<file path="config.mk">
export PLATFORM = sky130hd
export DESIGN_NAME = piecewise_linear_color_map
export DESIGN_NICKNAME = d
export VERILOG_FILES = /design/src/hw/rtl/plcm_pkg.sv /design/src/hw/rtl/piecewise_linear_color_map.sv /design/src/hw/rtl/plcm_lane.sv
export VERILOG_INCLUDE_DIRS = /design/src /design/src/hw/rtl
export SDC_FILE = /design/constraint.sdc
export NUM_CORES = 2
export LEC_CHECK = 0
export ABC_AREA = 0
export BUFFER_PORTS_ARGS = -buffer_cell sky130_fd_sc_hd__buf_2
export CORE_MARGIN = 3
export CORE_UTILIZATION = 47
export CTS_BUF_LIST = sky130_fd_sc_hd__clkbuf_4 sky130_fd_sc_hd__clkbuf_8 sky130_fd_sc_hd__clkbuf_16
export CTS_CLUSTER_DIAMETER = 100
export DETAILED_ROUTE_END_ITERATION = 7
export GPL_TIMING_DRIVEN = 0
export PLACE_DENSITY = 0.73
export SLEW_MARGIN = 20
export SYNTH_ARGS = -nofsm -noshare
export SYNTH_HDL_FRONTEND = slang
export SYNTH_SLANG_ARGS = --single-unit
</file>
<file path="constraint.sdc">
create_clock -name clk -period 6.8 [get_ports clk]
set_clock_uncertainty 0.05 [all_clocks]
set_input_delay 0.34 -clock clk [delete_from_list [all_inputs] [get_ports clk]]
set_output_delay 0.34 -clock clk [all_outputs]
set_load 0.005 [all_outputs]
</file>
<file path="src/hw/rtl/piecewise_linear_color_map_defines.svh">
// ----------------------------------------------------------------------------
// piecewise_linear_color_map_defines.svh
// Assertion macros shared by the color map RTL.
// ----------------------------------------------------------------------------
`ifndef PIECEWISE_LINEAR_COLOR_MAP_DEFINES_SVH
`define PIECEWISE_LINEAR_COLOR_MAP_DEFINES_SVH

`ifndef SYNTHESIS

// Same-cycle implication.
`define PLCM_ASSERT_IMP(label, clk, rst, ante, cons) \
  label: assert property (@(posedge clk) disable iff (rst) (ante) |-> (cons)) \
    else $error("color map assertion failed");

// Next-cycle implication.
`define PLCM_ASSERT_NEXT(label, clk, rst, ante, cons) \
  label: assert property (@(posedge clk) disable iff (rst) (ante) |=> (cons)) \
    else $error("color map assertion failed");

// Implication after a fixed number of cycles.
`define PLCM_ASSERT_DELAY(label, clk, rst, ante, n, cons) \
  label: assert property (@(posedge clk) disable iff (rst) (ante) |-> ##n (cons)) \
    else $error("color map assertion failed");

`else

`define PLCM_ASSERT_IMP(label, clk, rst, ante, cons)
`define PLCM_ASSERT_NEXT(label, clk, rst, ante, cons)
`define PLCM_ASSERT_DELAY(label, clk, rst, ante, n, cons)

`endif

`endif

</file>
<file path="src/hw/rtl/plcm_pkg.sv">
// ----------------------------------------------------------------------------
// plcm_pkg
// Shared constants and types for the piecewise linear color map.
// ----------------------------------------------------------------------------
`timescale 1ns / 1ps
`default_nettype none

package plcm_pkg;

  localparam int DEF_LEVEL_BITS   = 16;
  localparam int DEF_CHANNEL_BITS = 8;

  // Blend factor is Q1.16, saturated to 1.0.
  localparam int FRAC_BITS  = 16;
  localparam int NUM_STOPS  = 5;
  // Segment reciprocals stay below 2^20 for any level width.
  localparam int RECIP_BITS = 20;

  // Stop boundaries in percent of full scale.
  localparam logic [63:0] BOUND_PCT_0 = 64'd10;
  localparam logic [63:0] BOUND_PCT_1 = 64'd38;
  localparam logic [63:0] BOUND_PCT_2 = 64'd50;
  localparam logic [63:0] BOUND_PCT_3 = 64'd62;
  localparam logic [63:0] BOUND_PCT_4 = 64'd90;

  // Reset colors, packed red/green/blue at 8 bits a channel.
  localparam logic [63:0] STOP_RESET_0 = 64'h0000FF;
  localparam logic [63:0] STOP_RESET_1 = 64'h00AAFF;
  localparam logic [63:0] STOP_RESET_2 = 64'hFF0000;
  localparam logic [63:0] STOP_RESET_3 = 64'hFFAA00;
  localparam logic [63:0] STOP_RESET_4 = 64'hFFFF00;

  // Configuration register indexes.
  localparam int CFG_INDEX_BITS = 3;
  typedef logic [CFG_INDEX_BITS-1:0] cfg_index_t;
  localparam cfg_index_t REG_STOP_COLOR_0 = 3'd0;
  localparam cfg_index_t REG_STOP_COLOR_1 = 3'd1;
  localparam cfg_index_t REG_STOP_COLOR_2 = 3'd2;
  localparam cfg_index_t REG_STOP_COLOR_3 = 3'd3;
  localparam cfg_index_t REG_STOP_COLOR_4 = 3'd4;

  // Segment codes: below the first stop, the four blend segments, above the last.
  typedef logic [2:0] seg_t;
  localparam seg_t SEG_LOW  = 3'd0;
  localparam seg_t SEG_1    = 3'd1;
  localparam seg_t SEG_2    = 3'd2;
  localparam seg_t SEG_3    = 3'd3;
  localparam seg_t SEG_4    = 3'd4;
  localparam seg_t SEG_HIGH = 3'd5;

endpackage

`default_nettype wire

</file>
<file path="src/hw/rtl/piecewise_linear_color_map.sv">
// ----------------------------------------------------------------------------
// piecewise_linear_color_map
// Result: the done strobe comes with the color of each accepted start.
// Throughput: one level per cycle; busy stays low, so start may come every cycle.
// Depth: five stages (segment compare, reciprocal multiply, factor clamp and
// color select, blend multiply, round); the receiver cannot stall.
// Reset: rst (synchronous) clears the valids and loads the default stop colors.
// ----------------------------------------------------------------------------
`timescale 1ns / 1ps
`default_nettype none

`include "piecewise_linear_color_map_defines.svh"

module piecewise_linear_color_map #(
  parameter int LEVEL_BITS   = plcm_pkg::DEF_LEVEL_BITS,
  parameter int CHANNEL_BITS = plcm_pkg::DEF_CHANNEL_BITS
) (
  input  wire logic                              clk,
  input  wire logic                              rst,
  // level command
  input  wire logic                              start,
  output logic                                   busy,
  input  wire logic [LEVEL_BITS-1:0]             level,
  // color result strobe
  output logic                                   done,
  output logic [CHANNEL_BITS-1:0]                red,
  output logic [CHANNEL_BITS-1:0]                green,
  output logic [CHANNEL_BITS-1:0]                blue,
  // configuration write
  input  wire logic                              cfg_valid,
  output logic                                   cfg_ready,
  input  wire logic [plcm_pkg::CFG_INDEX_BITS-1:0] cfg_index,
  input  wire logic [3*CHANNEL_BITS-1:0]         cfg_data
);

  localparam int FB         = plcm_pkg::FRAC_BITS;
  localparam int RB         = plcm_pkg::RECIP_BITS;
  localparam int COLOR_BITS = 3 * CHANNEL_BITS;
  localparam int PROD_BITS  = LEVEL_BITS + RB;

  typedef logic [LEVEL_BITS-1:0]   level_t;
  typedef logic [RB-1:0]           recip_t;
  typedef logic [PROD_BITS-1:0]    prod_t;
  typedef logic [FB:0]             frac_t;
  typedef logic [COLOR_BITS-1:0]   color_t;
  typedef logic [CHANNEL_BITS-1:0] chan_t;
  typedef logic signed [CHANNEL_BITS:0] delta_t;

  // Stop boundaries, rounded to the level grid.
  localparam logic [63:0] BOUND_0 = ((plcm_pkg::BOUND_PCT_0 << LEVEL_BITS) + 64'd50) / 64'd100;
  localparam logic [63:0] BOUND_1 = ((plcm_pkg::BOUND_PCT_1 << LEVEL_BITS) + 64'd50) / 64'd100;
  localparam logic [63:0] BOUND_2 = ((plcm_pkg::BOUND_PCT_2 << LEVEL_BITS) + 64'd50) / 64'd100;
  localparam logic [63:0] BOUND_3 = ((plcm_pkg::BOUND_PCT_3 << LEVEL_BITS) + 64'd50) / 64'd100;
  localparam logic [63:0] BOUND_4 = ((plcm_pkg::BOUND_PCT_4 << LEVEL_BITS) + 64'd50) / 64'd100;

  localparam logic [63:0] WIDTH_0 = BOUND_1 - BOUND_0;
  localparam logic [63:0] WIDTH_1 = BOUND_2 - BOUND_1;
  localparam logic [63:0] WIDTH_2 = BOUND_3 - BOUND_2;
  localparam logic [63:0] WIDTH_3 = BOUND_4 - BOUND_3;

  // Rounded reciprocals of the segment widths, scaled so that
  // (level - lo) * recip >> LEVEL_BITS is a Q1.16 factor.
  localparam logic [63:0] ONE_SCALED = 64'd1 << (FB + LEVEL_BITS);
  localparam logic [63:0] RECIP_0 = (ONE_SCALED + WIDTH_0 / 64'd2) / WIDTH_0;
  localparam logic [63:0] RECIP_1 = (ONE_SCALED + WIDTH_1 / 64'd2) / WIDTH_1;
  localparam logic [63:0] RECIP_2 = (ONE_SCALED + WIDTH_2 / 64'd2) / WIDTH_2;
  localparam logic [63:0] RECIP_3 = (ONE_SCALED + WIDTH_3 / 64'd2) / WIDTH_3;

  localparam frac_t FRAC_ONE = frac_t'(1) << FB;

  // --------------------------------------------------------------------------
  // Configuration: stop color registers. A write needs no wait state, so the
  // port is always ready. Indexes past the last stop are dropped.
  // --------------------------------------------------------------------------
  color_t stop_color [plcm_pkg::NUM_STOPS];

  assign cfg_ready = 1'b1;
  assign busy      = 1'b0;

  always_ff @(posedge clk) begin
    if (rst) begin
      stop_color[0] <= color_t'(plcm_pkg::STOP_RESET_0);
      stop_color[1] <= color_t'(plcm_pkg::STOP_RESET_1);
      stop_color[2] <= color_t'(plcm_pkg::STOP_RESET_2);
      stop_color[3] <= color_t'(plcm_pkg::STOP_RESET_3);
      stop_color[4] <= color_t'(plcm_pkg::STOP_RESET_4);
    end else if (cfg_valid && cfg_ready) begin
      unique case (cfg_index)
        plcm_pkg::REG_STOP_COLOR_0: stop_color[0] <= cfg_data;
        plcm_pkg::REG_STOP_COLOR_1: stop_color[1] <= cfg_data;
        plcm_pkg::REG_STOP_COLOR_2: stop_color[2] <= cfg_data;
        plcm_pkg::REG_STOP_COLOR_3: stop_color[3] <= cfg_data;
        plcm_pkg::REG_STOP_COLOR_4: stop_color[4] <= cfg_data;
        default: ;
      endcase
    end
  end

  // --------------------------------------------------------------------------
  // Valid pipeline. One bit per stage travels beside the data; nothing
  // downstream can stall, so every stage advances every cycle.
  // --------------------------------------------------------------------------
  logic v1, v2, v3, v4;

  always_ff @(posedge clk) begin
    if (rst) begin
      v1   <= 1'b0;
      v2   <= 1'b0;
      v3   <= 1'b0;
      v4   <= 1'b0;
      done <= 1'b0;
    end else begin
      v1   <= start && !busy;
      v2   <= v1;
      v3   <= v2;
      v4   <= v3;
      done <= v4;
    end
  end

  // --------------------------------------------------------------------------
  // Stage 1: find the segment. A level exactly on a boundary belongs to the
  // segment below it. Offset from the segment's low boundary.
  // --------------------------------------------------------------------------
  plcm_pkg::seg_t seg_next, seg1;
  level_t         diff_next, diff1;

  always_comb begin
    seg_next  = plcm_pkg::SEG_HIGH;
    diff_next = '0;
    if (level <= level_t'(BOUND_0)) begin
      seg_next = plcm_pkg::SEG_LOW;
    end else if (level <= level_t'(BOUND_1)) begin
      seg_next  = plcm_pkg::SEG_1;
      diff_next = level - level_t'(BOUND_0);
    end else if (level <= level_t'(BOUND_2)) begin
      seg_next  = plcm_pkg::SEG_2;
      diff_next = level - level_t'(BOUND_1);
    end else if (level <= level_t'(BOUND_3)) begin
      seg_next  = plcm_pkg::SEG_3;
      diff_next = level - level_t'(BOUND_2);
    end else if (level <= level_t'(BOUND_4)) begin
      seg_next  = plcm_pkg::SEG_4;
      diff_next = level - level_t'(BOUND_3);
    end
  end

  always_ff @(posedge clk) begin
    seg1  <= seg_next;
    diff1 <= diff_next;
  end

  // --------------------------------------------------------------------------
  // Stage 2: offset times the segment reciprocal.
  // --------------------------------------------------------------------------
  recip_t         recip;
  plcm_pkg::seg_t seg2;
  prod_t          prod2;

  always_comb begin
    case (seg1)
      plcm_pkg::SEG_1: recip = recip_t'(RECIP_0);
      plcm_pkg::SEG_2: recip = recip_t'(RECIP_1);
      plcm_pkg::SEG_3: recip = recip_t'(RECIP_2);
      plcm_pkg::SEG_4: recip = recip_t'(RECIP_3);
      default:         recip = '0;
    endcase
  end

  always_ff @(posedge clk) begin
    seg2  <= seg1;
    prod2 <= prod_t'(diff1) * prod_t'(recip);
  end

  // --------------------------------------------------------------------------
  // Stage 3: truncate to Q1.16 and clamp at 1.0 (reciprocal rounding can
  // overshoot at a segment's top). Pick the two stops of the segment and
  // form the per-channel difference. Outside the stops, blend from the end
  // stop with a zero factor.
  // --------------------------------------------------------------------------
  recip_t         frac_raw;
  frac_t          frac_next, f3;
  color_t         col_lo, col_hi;
  plcm_pkg::seg_t seg3;
  chan_t          clo3 [3];
  delta_t         delta3 [3];

  assign frac_raw = prod2[LEVEL_BITS +: RB];

  always_comb begin
    frac_next = (frac_raw > recip_t'(FRAC_ONE)) ? FRAC_ONE : frac_raw[FB:0];
    col_lo    = stop_color[0];
    col_hi    = stop_color[0];
    case (seg2)
      plcm_pkg::SEG_LOW: begin
        frac_next = '0;
      end
      plcm_pkg::SEG_1: begin
        col_lo = stop_color[0];
        col_hi = stop_color[1];
      end
      plcm_pkg::SEG_2: begin
        col_lo = stop_color[1];
        col_hi = stop_color[2];
      end
      plcm_pkg::SEG_3: begin
        col_lo = stop_color[2];
        col_hi = stop_color[3];
      end
      plcm_pkg::SEG_4: begin
        col_lo = stop_color[3];
        col_hi = stop_color[4];
      end
      default: begin
        col_lo    = stop_color[4];
        col_hi    = stop_color[4];
        frac_next = '0;
      end
    endcase
  end

  always_ff @(posedge clk) begin
    seg3 <= seg2;
    f3   <= frac_next;
    for (int k = 0; k < 3; k++) begin
      // channel 0 red in the top bits, 2 blue in the low bits
      clo3[k]   <= col_lo[(2 - k) * CHANNEL_BITS +: CHANNEL_BITS];
      delta3[k] <= delta_t'(col_hi[(2 - k) * CHANNEL_BITS +: CHANNEL_BITS])
                 - delta_t'(col_lo[(2 - k) * CHANNEL_BITS +: CHANNEL_BITS]);
    end
  end

  // --------------------------------------------------------------------------
  // Stages 4 and 5: one blend lane per channel.
  // --------------------------------------------------------------------------
  chan_t chan_out [3];

  for (genvar k = 0; k < 3; k++) begin : g_lane
    plcm_lane #(
      .CHANNEL_BITS (CHANNEL_BITS)
    ) u_lane (
      .clk   (clk),
      .c_lo  (clo3[k]),
      .delta (delta3[k]),
      .frac  (f3),
      .chan  (chan_out[k])
    );
  end

  assign red   = chan_out[0];
  assign green = chan_out[1];
  assign blue  = chan_out[2];

  // --------------------------------------------------------------------------
  // Assertions
  // --------------------------------------------------------------------------
  `PLCM_ASSERT_DELAY(a_start_to_done, clk, rst, start && !busy, 5, done)
  `PLCM_ASSERT_IMP(a_done_has_start, clk, rst, done, $past(start && !busy, 5))
  `PLCM_ASSERT_IMP(a_frac_clamped, clk, rst, v3, f3 <= FRAC_ONE)
  `PLCM_ASSERT_IMP(a_ends_no_blend, clk, rst,
                   v3 && (seg3 == plcm_pkg::SEG_LOW || seg3 == plcm_pkg::SEG_HIGH),
                   f3 == '0)
  `PLCM_ASSERT_NEXT(a_cfg_lands, clk, rst,
                    cfg_valid && cfg_index == plcm_pkg::REG_STOP_COLOR_2,
                    stop_color[2] == $past(cfg_data))

endmodule

`default_nettype wire

</file>
<file path="src/hw/rtl/plcm_lane.sv">
// ----------------------------------------------------------------------------
// plcm_lane
// One color channel blend: multiply the stop difference by the factor,
// then add the low stop and round to the channel width.
// ----------------------------------------------------------------------------
`timescale 1ns / 1ps
`default_nettype none

module plcm_lane #(
  parameter int CHANNEL_BITS = plcm_pkg::DEF_CHANNEL_BITS
) (
  input  wire logic                                  clk,
  input  wire logic [CHANNEL_BITS-1:0]               c_lo,
  input  wire logic signed [CHANNEL_BITS:0]          delta,
  input  wire logic [plcm_pkg::FRAC_BITS:0]          frac,
  output logic      [CHANNEL_BITS-1:0]               chan
);

  localparam int FB      = plcm_pkg::FRAC_BITS;
  localparam int MIX_W   = CHANNEL_BITS + FB + 3;

  typedef logic signed [MIX_W-1:0] mix_t;

  mix_t                     prod;
  logic [CHANNEL_BITS-1:0]  c_lo_d;
  mix_t                     mix;

  // Stage: signed product of stop difference and factor.
  always_ff @(posedge clk) begin
    prod   <= mix_t'(delta) * mix_t'(frac);
    c_lo_d <= c_lo;
  end

  // lo * 1.0 + (hi - lo) * f, rounded half up
  assign mix = (mix_t'(c_lo_d) <<< FB) + prod + (mix_t'(1) <<< (FB - 1));

  always_ff @(posedge clk) begin
    chan <= mix[FB +: CHANNEL_BITS];
  end

endmodule

`default_nettype wire
</file>
# Word-level counts from Yosys, hierarchy flattened

Memories as Yosys holds them, arrays and structs flattened. A register that Yosys moved wholly into a read port is not among the register bits.
Index checks and enable logic that the tools add are counted.

Output and inout port bits: 27
Bits of input ports: 47
Logic and storage cells: 111
Memory bits (writable): 171
Flip-flop bits (word level): 176
Memories kept: 3

Memory list:

| name       | depth | bits a word | read ports | clocked after memory_dff | write ports | RTL line                          | RTL |
|---|---|---|---|---|---|---|---|
| stop_color | 5     | 24          | 5          | 0                        | 5           | piecewise_linear_color_map.sv:75  | `color_t stop_color [plcm_pkg::NUM_STOPS];` |
| delta3     | 3     | 9           | 3          | 0                        | 3           | piecewise_linear_color_map.sv:186 | `delta_t delta3 [3];` |
| clo3       | 3     | 8           | 3          | 3                        | 3           | piecewise_linear_color_map.sv:185 | `chan_t clo3 [3];` |

Equal/unequal tests: 12
Muxes and demuxes: 39
Multipliers: 4
$add $sub $neg: 13
Bitwise gates (word level): 6
Reductions and logical operators: 9
Magnitude comparators: 6

Operators by type and width:

| cell                                                                               | number |
|---|---|
| 24-bit case mux with 4 select lines                                                | 2 |
| 24-bit 2-to-1 mux                                                                  | 5 |
| 24-bit by 17-bit adder with 24-bit output, second input constant                   | 3 |
| 24-bit adder                                                                       | 3 |
| 9-bit by 18-bit multiplier with 24-bit output                                      | 3 |
| 16-bit 2-to-1 mux                                                                  | 4 |
| 16-bit less-or-equal comparator, second input constant                             | 3 |
| 20-bit case mux with 2 select lines                                                | 1 |
| 16-bit by 20-bit multiplier with 36-bit output                                     | 1 |
| 16-bit subtractor, second input constant                                           | 2 |
| 8-bit by 8-bit subtractor with 9-bit output                                        | 3 |
| 1-bit 2-to-1 mux                                                                   | 24 |
| 20-bit by 17-bit > comparator with 1-bit output, second input constant             | 1 |
| 3-bit by 2-bit == test with 1-bit output, second input constant                    | 6 |
| 17-bit 2-to-1 mux                                                                  | 1 |
| 16-bit by 13-bit less-or-equal comparator with 1-bit output, second input constant | 1 |
| 16-bit by 15-bit less-or-equal comparator with 1-bit output, second input constant | 1 |
| 16-bit by 13-bit subtractor with 16-bit output, second input constant              | 1 |
| 16-bit by 15-bit subtractor with 16-bit output, second input constant              | 1 |
| 2-bit OR reduction                                                                 | 5 |
| 3-bit by 1-bit == test with 1-bit output, second input constant                    | 3 |
| 3-bit == test, second input constant                                               | 3 |
| 4-bit OR reduction                                                                 | 2 |
| 3-bit zero test                                                                    | 2 |
| other kinds (3)                                                                    | 8 |

# Longest topological paths before layout

Depth in word-level cells: 6
Depth in mapped cells: 27
Mapped depth without buffers: 26

# Modules after synthesis

A second synthesis with hierarchy kept.

Cell total of the unflattened synthesis: 3304
Area, all modules: 33220.6 um^2

Modules (own cells, without submodules):

| module                       | cells each | seq. area each (um^2) | instances | area each (um^2) |
|---|---|---|---|---|
| piecewise_linear_color_map   | 1698       | 5905.7                | 1         | 17783.3 |
| plcm_lane (g_lane[0].u_lane) | 539        | 500.5                 | 1         | 5182.5 |
| plcm_lane (g_lane[1].u_lane) | 537        | 500.5                 | 1         | 5158.7 |
| plcm_lane (g_lane[2].u_lane) | 530        | 500.5                 | 1         | 5096.1 |

# Worst setup path after synthesis

OpenSTA, ideal clock, no wires.

Kind: flip-flop to flip-flop
Start: reg seg1[2]
End: reg prod2[33]
Required time: 6.631 ns
Cell stages (with the launch flop): 24
Buffers on the path: 1
Path slack: 0.596 ns
Arrival: 6.035 ns
Library setup time: 0.119 ns
Clock period less this slack: 6.204 ns
Cell sequence: dfxtp_1 xnor2_1 nor2_1 clkbuf_1 nand2_1 inv_1 fa_1 fa_1 inv_1 fa_1 inv_1 fa_1 inv_1 fa_1 fa_1 inv_1 ha_1 a21o_1 a21o_1 a21oi_1 o32ai_4 o41ai_4 o21ai_2 o221a_2

Longest elaborated chain between the ends: 4
Elaborated cells on any way between the ends: 8
Those cells by class: mul (1); eq/ne (4); mux (1); reduce/logical (2)

Ends and longest elaborated chain:

| item                                               | RTL line                          | RTL |
|---|---|---|
| from (decl)                                        | piecewise_linear_color_map.sv:125 | `plcm_pkg::seg_t seg_next, seg1;` |
| from (signal assigned)                             | piecewise_linear_color_map.sv:149 | `seg1 <= seg_next;` |
| 3-bit == test, or another cell as far along        | piecewise_linear_color_map.sv:161 | `case (seg1)` |
| 2-bit OR reduction (no source line)                | --                                |  |
| 20-bit case mux with 2 select lines (*)            | piecewise_linear_color_map.sv:161 |  |
| 16-bit by 20-bit multiplier with 36-bit output (*) | piecewise_linear_color_map.sv:172 | `prod2 <= prod_t'(diff1) * prod_t'(recip);` |
| to (signal assigned)                               | piecewise_linear_color_map.sv:172 |  |
| to (decl)                                          | piecewise_linear_color_map.sv:158 | `prod_t prod2;` |

Mark *: on every way between the ends. The rest lies on a longest branch, timed or not.
A chain may end at the register's enable or synchronous reset.

# Worst setup path after layout

Start: reg seg1[1]
End: reg prod2[33]

Same word-level chain as after synthesis.

==> impl_metrics.ini <==
[clock_tree]
cts_tree = built
clkTransAtPathRegs_ns = 0.06
cts_buffers = 31
clk_latency_ns = 0.59
cts.sinks = 310
clockBufferDepth = 3
cts_max_level = 1
clockRootBuffer = clkbuf_16

[sta]
final_max_slew_viol_count = 0
min_period_ns = 6.52
hold_viol_final = 0
finalSetupTns_ns = 0
finalSetupViolCount = 0
slew_headroom_pct = 41.6
max_freq_mhz = 153
tightestPinTransition_ns = 0.876
fin_crit_sh_pct = 95.8
fin_ws_ns = 0.284

[critical_path]
critPathMostFrequentCell = fa_1
slowest_stage = fa_1
crit_path_start_kind = flip-flop
path_delay_family = adder cells
cp_max_fo = 10
path_buf_inv = 5
crit_required_ns = 7.23
end_kind = flip-flop
path_cells = nor2b_4 -> clkbuf_2 -> nand2_1 -> fa_1 -> fa_1 -> inv_1 -> fa_1 -> fa_1 -> fa_1 -> inv_1 -> fa_1 -> inv_1 -> ha_1 -> o21a_1 -> o211ai_1 -> a21oi_2 -> nor2_2 -> o32ai_4 -> o41ai_4 -> buf_4 -> o21ai_2 -> o221a_2
critical_path_class = reg -> reg
critPathMaxStageDelay_ns = 0.53
cp.arrival_ns = 6.94

[route]
vias = 23000
via_per_inst = 5.26
drt-initial-drc-count = 1894
detail_route.wl_per_cell_um = 17.5
first_pass_iters = 5
ant_nets = 0
drc = 0
drt_wl_total_um = 76700

[logic_synthesis]
synth_top_flop_cell = dfxtp_1
synth_area_um2 = 32700
ys_types = 80
syn_avg_cell_area_um2 = 9.94
ys_seq_elements = 310
syn_inst = 3291
ys_async_sr_fraction_pct = 0
ys_seq_area_share_pct = 22.7
synth_edf_count = 120
yosys_warnings = 0

[layout]
fin_area_um2 = 35600
final_common_cell = inv_1
drive_gt1_share_pct = 6.08
nets = 4288
layout_common_cells = inv_1, fa_1, nand2_1
area_growth_pct = 8.99

[outcome]
status = complete, no violations

[placement]
gp_congestion = 0.913
preCtsSetupSlack_ns = -0.336
post-dp-hpwl_um = 61900
place_area_um2 = 34200
io_buffers = 68

[floorplan]
fp.dieW_um = 270
io_pins = 74
coreArea_um2 = 68700
dieArea_um2 = 72800
num_rows = 96
dieHeight_um = 270
initial_core_util_pct = 47.6

[grt]
overflow = 0
grt_pass1_vias = 24000
track_usage_pct = 21.4
antenna_found_initial = 0
grt_first_pass_wirelength_um = 125000
grt_max_degree = 25

[worst_hold_path]
hold_path.class = in -> reg

[job]
maxCapViolCount = 0
-- kinds of logic (layout without fill, tap and decap cells) --
family / count (synthesis) / count (layout) / share of synthesized area [%]
multiplexers: 37 / 37 / 1.99
other: 2 / 6 / 0.0230
XOR/XNOR: 105 / 105 / 2.81
flip-flops: 310 / 310 / 22.7
buffers and inverters: 781 / 927 / 9.01
AO/OA/AOI/OAI: 347 / 347 / 7.45
adder cells (fa/ha/maj): 827 / 827 / 42.6
AND/OR/NAND/NOR: 882 / 882 / 13.5
-- per-stage QoR --
step | util (%) | hold slack, ns | cells
after floorplan | - | 0.260 | 3293
after global placement | 49.8 | 0.261 | 4292
after detailed placement | 49.8 | 0.262 | 4293
after CTS | 51.7 | 0.00129 | 4367
after global routing | 51.9 | 0.00797 | 4370
final | 51.9 | 0.0201 | 4372
-- worst reg2reg max path: cells and delay by family (launching register included) --
family / cells / cell delay (ns)
compound gates: 7 / 1.25
fa+ha+maj: 7 / 3.36
buf+inv: 5 / 0.61
flops: 1 / 0.42
simple gates: 3 / 0.74
-- path summary, 6_finish.rpt --
| kind | slack, ns | end | start | cells after the start |
|---|---|---|---|---|
| worst max-delay path | 0.28 | prod2[33]$_DFF_P_ | seg1[1]$_SDFF_PP0_ | 22 |
| worst min-delay path | 0.02 | stop_color[0][0]$_DFFE_PP_ | cfg_data[0] | 2 |
| worst max register to register | 0.28 | prod2[33]$_DFF_P_ | seg1[1]$_SDFF_PP0_ | 22 |
| worst min register to register | 0.28 | g_lane[0].u_lane.c_lo_d[6]$_DFF_P_ | clo3[0][6]$_DFF_P_ | 0 |
-- per-layer routing --
metal  vias to the layer above  global-route usage [%]  part of all wire, %
li1                      10700                       -                    -
met1                     11300                    28.3                   41
met2                       831                    36.6                   48
met3                       138                    3.23                  7.5
met4                         0                    6.27                  3.0
met5                         -                       0                    0
-- cell type report --
type / count / area (um2)
flip-flops and latches: 310 / 7410
well taps: 931 / 1160
clock buffers: 40 / 891
diodes: 2 / 5.00
repair buffers: 88 / 561
clock inverters: 18 / 243
inverters: 640 / 2400
multi-input cells: 2202 / 22400
plain buffers: 141 / 549
fillers: 6287 / 33100
-- repair_timing --
item,CTS,global route
cloned,0,0
resized for setup,5,13
buffers inserted,1,3
pin swaps,2,3
endpoints found under the hold margin,23,0
setup endpoints to repair,9,9
hold buffers,15,0
-- flip-flops by register name, indices dropped and copies added, names as in the netlist --
signal	flops
stop_color	120
delta3	27
g_lane.u_lane.prod	27
clo3	24
g_lane.u_lane.c_lo_d	24
g_lane.u_lane.chan	24
prod2	20
f3	17
diff1	16
seg1	3
seg2	3
done	1
v1	1
v2	1
v3	1
v4	1
-- cells in the mapped netlist, types with 4 or more instances --
cell type	count	share of area (%)
nor2b_1	27	0.52
edfxtp_1	120	11
nor2_1	78	0.90
o21ai_0	66	1.0
o211ai_1	5	0.11
nand4_1	7	0.13
xnor2_1	75	2.0
o22a_1	5	0.13
mux4_2	22	1.5
clkbuf_1	123	1.4
or3_1	11	0.21
fa_1	476	29
buf_1	10	0.11
a211oi_1	11	0.25
nand2b_1	89	1.7
buf_2	6	0.092
nor3b_1	4	0.092
nor3_1	17	0.26
a21boi_0	13	0.30
a221o_1	16	0.49
a21o_1	32	0.73
or2_2	10	0.19
a211o_1	6	0.16
o21a_1	10	0.23
xor2_1	30	0.80
mux2_2	5	0.17
and3_1	20	0.38
o21bai_1	13	0.30
a31oi_1	10	0.19
a31o_2	5	0.13
a21oi_1	82	1.3
o31ai_1	6	0.14
dfxtp_1	190	12
nand3_1	34	0.52
inv_1	639	7.3
ha_1	351	13
and2_1	200	3.8
mux2i_1	10	0.31
nor4_1	8	0.15
a221oi_1	24	0.64
nand2_1	361	4.1
Power is not shown: default switching activity piles up to over one toggle a cycle in this logic, so the estimate is an artifact.
